==> src/rtl/lps_pkg.sv <==
package lps_pkg;
  localparam int MaxDegree = 31;
  localparam int DegW = 5;
  localparam int ValW = 18;
  localparam int OneQ = 65536;

  // B(l) = round(l/(l+1)) in Q2.16, ties up, as a constant table.
  function automatic logic [17:0] coef_b(input logic [DegW-1:0] l);
    logic [17:0] b;
    case (l)
      5'd1:    b = 18'd32768;
      5'd2:    b = 18'd43691;
      5'd3:    b = 18'd49152;
      5'd4:    b = 18'd52429;
      5'd5:    b = 18'd54613;
      5'd6:    b = 18'd56174;
      5'd7:    b = 18'd57344;
      5'd8:    b = 18'd58254;
      5'd9:    b = 18'd58982;
      5'd10:   b = 18'd59578;
      5'd11:   b = 18'd60075;
      5'd12:   b = 18'd60495;
      5'd13:   b = 18'd60855;
      5'd14:   b = 18'd61167;
      5'd15:   b = 18'd61440;
      5'd16:   b = 18'd61681;
      5'd17:   b = 18'd61895;
      5'd18:   b = 18'd62087;
      5'd19:   b = 18'd62259;
      5'd20:   b = 18'd62415;
      5'd21:   b = 18'd62557;
      5'd22:   b = 18'd62687;
      5'd23:   b = 18'd62805;
      5'd24:   b = 18'd62915;
      5'd25:   b = 18'd63015;
      5'd26:   b = 18'd63109;
      5'd27:   b = 18'd63195;
      5'd28:   b = 18'd63276;
      5'd29:   b = 18'd63351;
      5'd30:   b = 18'd63422;
      5'd31:   b = 18'd63488;
      default: b = 18'd0;
    endcase
    return b;
  endfunction

  // A(l) = (2l+1)/(l+1) = 1 + l/(l+1), so it is B(l) plus one in Q2.16.
  function automatic logic [17:0] coef_a(input logic [DegW-1:0] l);
    return coef_b(l) + 18'(OneQ);
  endfunction

  typedef struct packed {
    logic [DegW-1:0] degree;
    logic signed [ValW-1:0] poly_value;
    logic last;
  } result_t;

  // Token handed from cell to cell along the chain.
  typedef struct packed {
    logic valid;
    logic [DegW-1:0] n;
    logic signed [ValW-1:0] x;
    logic signed [ValW-1:0] p;
    logic signed [ValW-1:0] pm1;
  } token_t;
endpackage

==> src/rtl/lps_cell.sv <==
module lps_cell (
  input  logic clk,
  input  logic rst,
  input  logic adv,
  input  logic [lps_pkg::DegW-1:0] l,
  input  lps_pkg::token_t tin,
  output lps_pkg::token_t tout,
  output logic signed [lps_pkg::ValW-1:0] pnew
);
  import lps_pkg::*;
  logic signed [35:0] xa;
  logic signed [36:0] bp;
  logic signed [35:0] xa_r;
  logic signed [36:0] bp_r;
  token_t t_r;
  logic signed [53:0] m;
  logic signed [54:0] s;
  logic signed [22:0] q;
  logic signed [ValW-1:0] sat;

  // A(l)*x and B(l)*P(l-1) are formed on the way in and registered, so only
  // the product with P(l) is left after the register of this cell.
  always_comb begin
    xa = 36'(tin.x) * $signed({1'b0, coef_a(l)});
    bp = 37'(tin.pm1) * $signed({1'b0, coef_b(l)});
  end

  always_ff @(posedge clk) begin
    if (rst) begin
      t_r.valid <= 1'b0;
    end else if (adv) begin
      t_r <= tin;
      xa_r <= xa;
      bp_r <= bp;
    end
  end

  always_comb begin
    m = 54'(xa_r) * 54'(t_r.p);
    s = 55'(m) - (55'(bp_r) <<< 16) + 55'sd2147483648;
    q = 23'(s >>> 32);
    if (q > 23'sd131071) sat = 18'sd131071;
    else if (q < -23'sd131072) sat = 18'sh20000;
    else sat = q[ValW-1:0];
    tout = t_r;
    tout.pm1 = t_r.p;
    tout.p = sat;
    pnew = sat;
  end
endmodule

==> config.mk <==
export PLATFORM = sky130hd
export DESIGN_NAME = lps_cell
export DESIGN_NICKNAME = d
export VERILOG_FILES = /design/src/rtl/lps_pkg.sv /design/src/rtl/lps_cell.sv
export SDC_FILE = /design/constraint.sdc
export NUM_CORES = 2
export LEC_CHECK = 0
export BUFFER_PORTS_ARGS = -buffer_cell sky130_fd_sc_hd__buf_4
export CORE_MARGIN = 2
export CORE_UTILIZATION = 45
export DETAILED_ROUTE_END_ITERATION = 16
export PLACE_DENSITY = 0.6
export SKIP_LAST_GASP = 1
export SYNTH_ARGS = -nofsm -noshare
export SYNTH_HDL_FRONTEND = slang
export SYNTH_SLANG_ARGS = --single-unit
==> constraint.sdc <==
create_clock -name clk -period 8.6 [get_ports clk]
set_clock_uncertainty 0.2 [all_clocks]
set_input_delay 0.86 -clock clk [delete_from_list [all_inputs] [get_ports clk]]
set_output_delay 0.86 -clock clk [all_outputs]
set_load 0.1 [all_outputs]
**Yosys cells after proc, flatten, opt, wreduce, memory -nomap -nowiden**

Memories as Yosys holds them, arrays and structs flattened.
Index checks and enable logic that the tools add are counted.

- Output and inout port bits: 78
- Bits in read-only memories: 1,024
- Input bits: 68
- Logic and storage cells: 20
- Register bits after elaboration: 115
- Memories kept: 2

Memory list:

| memory | depth | bits a word | rd ports | clocked after Yosys merged registers in | write ports | line | source |
|---|---|---|---|---|---|---|---|
| (no name shown) | 32 | 16 | 1 | 0 | 0 | lps_pkg.sv:10 | `case (l)` |
| (no name shown) | 32 | 16 | 1 | 0 | 0 | lps_pkg.sv:10 |  |

- Multiplexer cells: 2
- Order comparisons: 2
- Add/sub/neg operators: 3
- Multiply operators: 3
- Reductions and logical operators: 1
- Bitwise gates (word level): 1

Operators with widths:

| kind | number |
|---|---|
| adder 55 x 33 -> 55 bit (second input constant) | 1 |
| subtractor 54 x 53 -> 55 bit | 1 |
| multiplier 36 x 18 -> 54 bit | 1 |
| multiplier 18 x 19 -> 37 bit | 1 |
| multiplier 18 x 19 -> 36 bit | 1 |
| two-way mux 18 bit | 2 |
| > comparator 23 x 18 -> 1 bit (second input constant) | 1 |
| < comparator 23 x 18 -> 1 bit (second input constant) | 1 |
| adder 18 x 17 -> 18 bit (second input constant) | 1 |
| AND reduction 2 bit | 1 |
| inverter 1 bit | 1 |

**Longest topological paths before layout**

- Word-level depth: 6
- Gate-level depth with buffers: 31
- Mapped depth without buffers: 30

**Least setup slack after synthesis**

OpenSTA, ideal clock, no wires.

- Kind: reg2out
- From: register t_r, in the netlist tout[5]
- To: output tout[24] (netlist bit)
- Stages on the path, launching flop included: 28
- Data required time: 7.540 ns
- Buffers on the path: 5
- Arrival: 8.478 ns
- Slack: -0.938 ns
- Cells stage by stage: edfxtp_1 clkbuf_1 clkbuf_1 nand2_1 fa_1 inv_1 fa_1 inv_1 fa_1 inv_1 fa_1 fa_1 fa_1 fa_1 ha_1 nand3_2 nor4_4 o2111ai_1 a21oi_1 o2111ai_2 a31oi_1 xor2_1 a21boi_2 a41o_1 buf_6 buf_12 a21o_1 buf_4

- Longest elaborated chain between the ends: 6
- Elaborated cells between the ends (all ways): 7
- Classes of those cells: add/sub: 2; mul: 1; order compare: 2; mux: 2

RTL lines:

| what | line | source |
|---|---|---|
| start: declaration | lps_cell.sv:15 | `token_t t_r;` |
| start signal: assignment | lps_cell.sv:32 | `t_r <= tin;` |
| multiplier 36 x 18 -> 54 bit (*) | lps_cell.sv:39 | `m = 54'(xa_r) * 54'(t_r.p);` |
| subtractor 54 x 53 -> 55 bit (*) | lps_cell.sv:40 | `s = 55'(m) - (55'(bp_r) <<< 16) + 55'sd2147483648;` |
| adder 55 x 33 -> 55 bit (*) | lps_cell.sv:40 |  |
| < comparator 23 x 18 -> 1 bit | lps_cell.sv:43 | `else if (q < -23'sd131072) sat = 18'sh20000;` |
| two-way mux 18 bit | lps_cell.sv:43 |  |
| two-way mux 18 bit (*) | lps_cell.sv:42 | `if (q > 23'sd131071) sat = 18'sd131071;` |
| end: declaration | lps_cell.sv:7 | `output lps_pkg::token_t tout,` |

Every way passes the cells marked *; elsewhere a longest branch is shown, timed or not.

==> load_flow_metrics.sql <==
INSERT INTO impl_metrics (metric_group, metric, value, unit) VALUES
('critical_path', 'critical_path.endpoint', 'tout[27]', ''),
('critical_path', 'cp_data_required_time', '7540', 'ps'),
('clocking', 'cts_inserted_buffers', '17', ''),
('outcome', 'run_status', 'finished with violations', ''),
('critical_path', 'worstPathMaxFanout', '23', ''),
('timing', 'fin_crit_sh', '1.02', ''),
('drt', 'detail_route.wirelength', '123', 'mm'),
('final_layout', 'multiInputGateArea', '38400', 'µm²'),
('drt', 'drt-vias-per-instance', '5.08', ''),
('critical_path', 'worstPathArrival', '7700', 'ps'),
('timing', 'setup_viol', '36', ''),
('global_route', 'globalRouteOverflowTotal', '0', ''),
('timing', 'setup_repair_after_global_routing_missed_its_margin', 'true', ''),
('critical_path', 'reg2reg_from', 'tout[59]', ''),
('global_route', 'grt_util_met2', '0.405', ''),
('timing', 'timing.max_slew.rel_slack', '0.268', ''),
('timing', 'max_clock_freq', '0.114', 'GHz'),
('critical_path', 'worst-r2r-cell-count', '2', ''),
('critical_path', 'timing.setup.critical_path_class', 'reg2out', ''),
('synth', 'syn_area', '46500', 'µm²'),
('placement', 'place.gp.congestion', '0.894', ''),
('final_layout', 'nFillCells', '9544', ''),
('global_route', 'met1_track_usage_gr', '0.333', ''),
('drt', 'avgRoutedWirePerCell', '18.8', 'µm'),
('timing', 'finalHoldViolCount', '0', ''),
('floorplanning', 'die_x', '326', 'µm'),
('synth', 'post_synthesis_share_of_cell_area_spent_on_xor_and_xnor_gates', '0.0158', ''),
('synth', 'post_syn_instances', '4978', ''),
('synth', 'yosysSeqAreaShare', '0.0740', ''),
('synth', 'yosysTopAreaCellShare', '0.489', ''),
('clocking', 'tritoncts', 'built', ''),
('global_route', 'maximum_number_of_pins_on_one_net_before_global_route_repair', '71', ''),
('final_layout', 'sequential_cell_area', '3440', 'µm²'),
('final_layout', 'share_of_layout_cells_above_drive_strength_1', '0.113', ''),
('floorplanning', 'row_count', '117', ''),
('synth', 'synth_compound_gate_area_share', '0.0456', ''),
('drt', 'drt-initial-drc-count', '2152', ''),
('timing', 'timing.final.ws_setup', '-160', 'ps'),
('drt', 'drc', '0', ''),
('floorplanning', 'top_level_ports', '146', ''),
('clocking', 'ctsLongestPathBuffers', '2', ''),
('outcome', 'failing_checks', 'setup timing', ''),
('clocking', 'insertion_delay_of_the_later_clocked_pin_in_the_worst_skew_pair', '480', 'ps'),
('synth', 'share_of_synthesized_cell_area_in_full_adder_half_adder_and_majority_cells', '0.596', ''),
('clocking', 'clk_pin_slew_worst_paths', '90', 'ps'),
('critical_path', 'worstReg2RegEnd', 'tout[59]', ''),
('synth', 'synth_mux_area_frac', '0.000860', ''),
('final_layout', 'nets', '6750', ''),
('placement', 'io_buffers', '145', ''),
('timing', 'worstMarginPinSlew', '1100', 'ps'),
('clocking', 'ctsHtreeMaxLevel', '4', ''),
('drt', 'drt_pass1_iterations', '7', ''),
('timing', 'drv_slew', '0', ''),
('synth', 'post_synthesis_cell_type_with_the_largest_combined_area', 'sky130_fd_sc_hd__fa_1', ''),
('clocking', 'number_of_sinks_driven_by_the_clock_tree', '115', ''),
('critical_path', 'reg2reg_setup_slack', '7800', 'ps'),
('floorplanning', 'design.die.area', '106000', 'µm²'),
('flow_run', 'drv_cap', '0', ''),
('synth', 'synthSimpleGateAreaFrac', '0.149', ''),
('drt', 'drtAntennaViolNets', '0', ''),
('critical_path', 'crit_start', 'tout[11]', ''),
('synth', 'synth_cell_type_count', '78', ''),
('clocking', 'cts_root_buf', 'sky130_fd_sc_hd__clkbuf_16', ''),
('floorplanning', 'start_util', '0.456', ''),
('synth', 'postSynthNetCount', '6580', ''),
('floorplanning', 'die_height', '326', 'µm'),
('synth', 'synth_enable_flop_cells', '114', ''),
('critical_path', 'crit_start_category', 'flop', ''),
('timing', 'finalCriticalPeriod', '8760', 'ps'),
('global_route', 'antenna_found_initial', '3', ''),
('synth', 'postSynthRegisterBits', '115', '');
critical path, stage by stage, from the launching register on:
cell and delay, ps:
sky130_fd_sc_hd__edfxtp_1 490, sky130_fd_sc_hd__buf_12 210, sky130_fd_sc_hd__nand2_1 100, sky130_fd_sc_hd__fa_1 540, sky130_fd_sc_hd__inv_1 50, sky130_fd_sc_hd__fa_1 510
sky130_fd_sc_hd__fa_1 460, sky130_fd_sc_hd__fa_2 630, sky130_fd_sc_hd__fa_1 420, sky130_fd_sc_hd__fa_1 530, sky130_fd_sc_hd__fa_1 450, sky130_fd_sc_hd__ha_4 320
sky130_fd_sc_hd__nand3_4 90, sky130_fd_sc_hd__nor4_4 330, sky130_fd_sc_hd__o2111ai_2 180, sky130_fd_sc_hd__a21oi_4 170, sky130_fd_sc_hd__buf_12 130, sky130_fd_sc_hd__o2111ai_4 160
sky130_fd_sc_hd__a31oi_4 250, sky130_fd_sc_hd__xor2_2 110, sky130_fd_sc_hd__o41a_1 470, sky130_fd_sc_hd__buf_6 170, sky130_fd_sc_hd__a31o_4 230, sky130_fd_sc_hd__buf_12 170
final cells by class:
| type | count | area share |
|---|---|---|
| Multi-Input combinational cell | 3422 | 0.728 |
| Inverter | 1190 | 0.0846 |
| Timing Repair Buffer | 402 | 0.0791 |
| Sequential cell | 115 | 0.0652 |
| Tap cell | 1368 | 0.0324 |
| Clock buffer | 17 | 0.00805 |
| Clock inverter | 15 | 0.00287 |
| Antenna cell | 1 | 0.0000474 |
kinds of logic after synthesis:
kind of cell	Yosys count
simple gates	1475
mux	4
compound gates	325
flops	115
buf+inv	1441
fa+ha+maj	1534
xor+xnor	84
worst min-delay path by stage:
stage                   from        to  cells after the start
floorplan                rst  tout[59]                      1
global placement    tout[59]  tout[59]                      2
detailed placement  tout[59]  tout[59]                      2
CTS                  tin[57]  tout[57]                      1
global route         tin[56]  tout[56]                      1
finish              tout[59]  tout[59]                      2
metrics by stage:
step	util	setup WS (ps)	setup TNS, ps	std cells	instance area (µm²)
after floorplan	-	-49.8	-549	4978	47200
after global placement	0.493	8.53	0	6415	50400
after detailed placement	0.493	-151	-526	6415	50400
after CTS	0.515	-139	-3780	6517	52600
after global routing	0.517	-460	-15470	6529	52800
final	0.517	-160	-4670	6530	52800
synthesized netlist by cell type (all sizes together) (3+ instances only):
| cell | n |
|---|---|
| inv | 1190 |
| fa | 1136 |
| nand2 | 852 |
| ha | 398 |
| and2 | 379 |
| clkbuf | 223 |
| edfxtp | 114 |
| a21oi | 96 |
| o21ai | 66 |
| nor2 | 65 |
| xnor2 | 59 |
| a21o | 56 |
| nor2b | 50 |
| nand2b | 36 |
| buf | 28 |
| nand3 | 25 |
| xor2 | 25 |
| nand4 | 19 |
| nor3 | 18 |
| o21a | 16 |
| o21bai | 12 |
| and3 | 11 |
| o211ai | 10 |
| a211oi | 8 |
| a31oi | 6 |
| o31ai | 6 |
| a311oi | 5 |
| and4 | 5 |
| o2111ai | 5 |
| or3 | 5 |
| a21boi | 4 |
| a31o | 4 |
| mux2i | 4 |
| o22ai | 4 |
| a221oi | 3 |
| a41o | 3 |
| o31a | 3 |
state kept, by name (all words and copies together) (netlist names):
register  cells
tout         42
bp_r         37
xa_r         36
layout by cell type (no fill, tap or decap), types with 24 or more instances in the layout:
cell                       instances
sky130_fd_sc_hd__and2_1          370
sky130_fd_sc_hd__o21ai_0          50
sky130_fd_sc_hd__buf_12           74
sky130_fd_sc_hd__nor2_1           65
sky130_fd_sc_hd__nand2_1         842
sky130_fd_sc_hd__fa_1           1121
sky130_fd_sc_hd__inv_1          1183
sky130_fd_sc_hd__buf_4           306
sky130_fd_sc_hd__xor2_1           24
sky130_fd_sc_hd__a21oi_1          77
sky130_fd_sc_hd__ha_4             28
sky130_fd_sc_hd__nor2b_1          49
sky130_fd_sc_hd__nand2b_1         36
sky130_fd_sc_hd__xnor2_1          58
sky130_fd_sc_hd__ha_1            367
sky130_fd_sc_hd__edfxtp_1        114
sky130_fd_sc_hd__a21o_1           39
timing repair:
action,4_1_cts,5_1_grt
setup buffers,63,12
hold buffers,0,0
cloned,8,2
gates resized for setup,185,32
endpoints found under the setup margin,36,43
pin swaps,38,34
per-layer routing:
layer | share of wire | up-vias
met5 | 0.00011 | -
met4 | 0.025 | 2
met3 | 0.055 | 151
met2 | 0.48 | 901
met1 | 0.44 | 17100
li1 | - | 15000
Power is left out: the tool's default activity adds up to more than one toggle a clock period on the data nets, which glitch-free logic cannot reach.
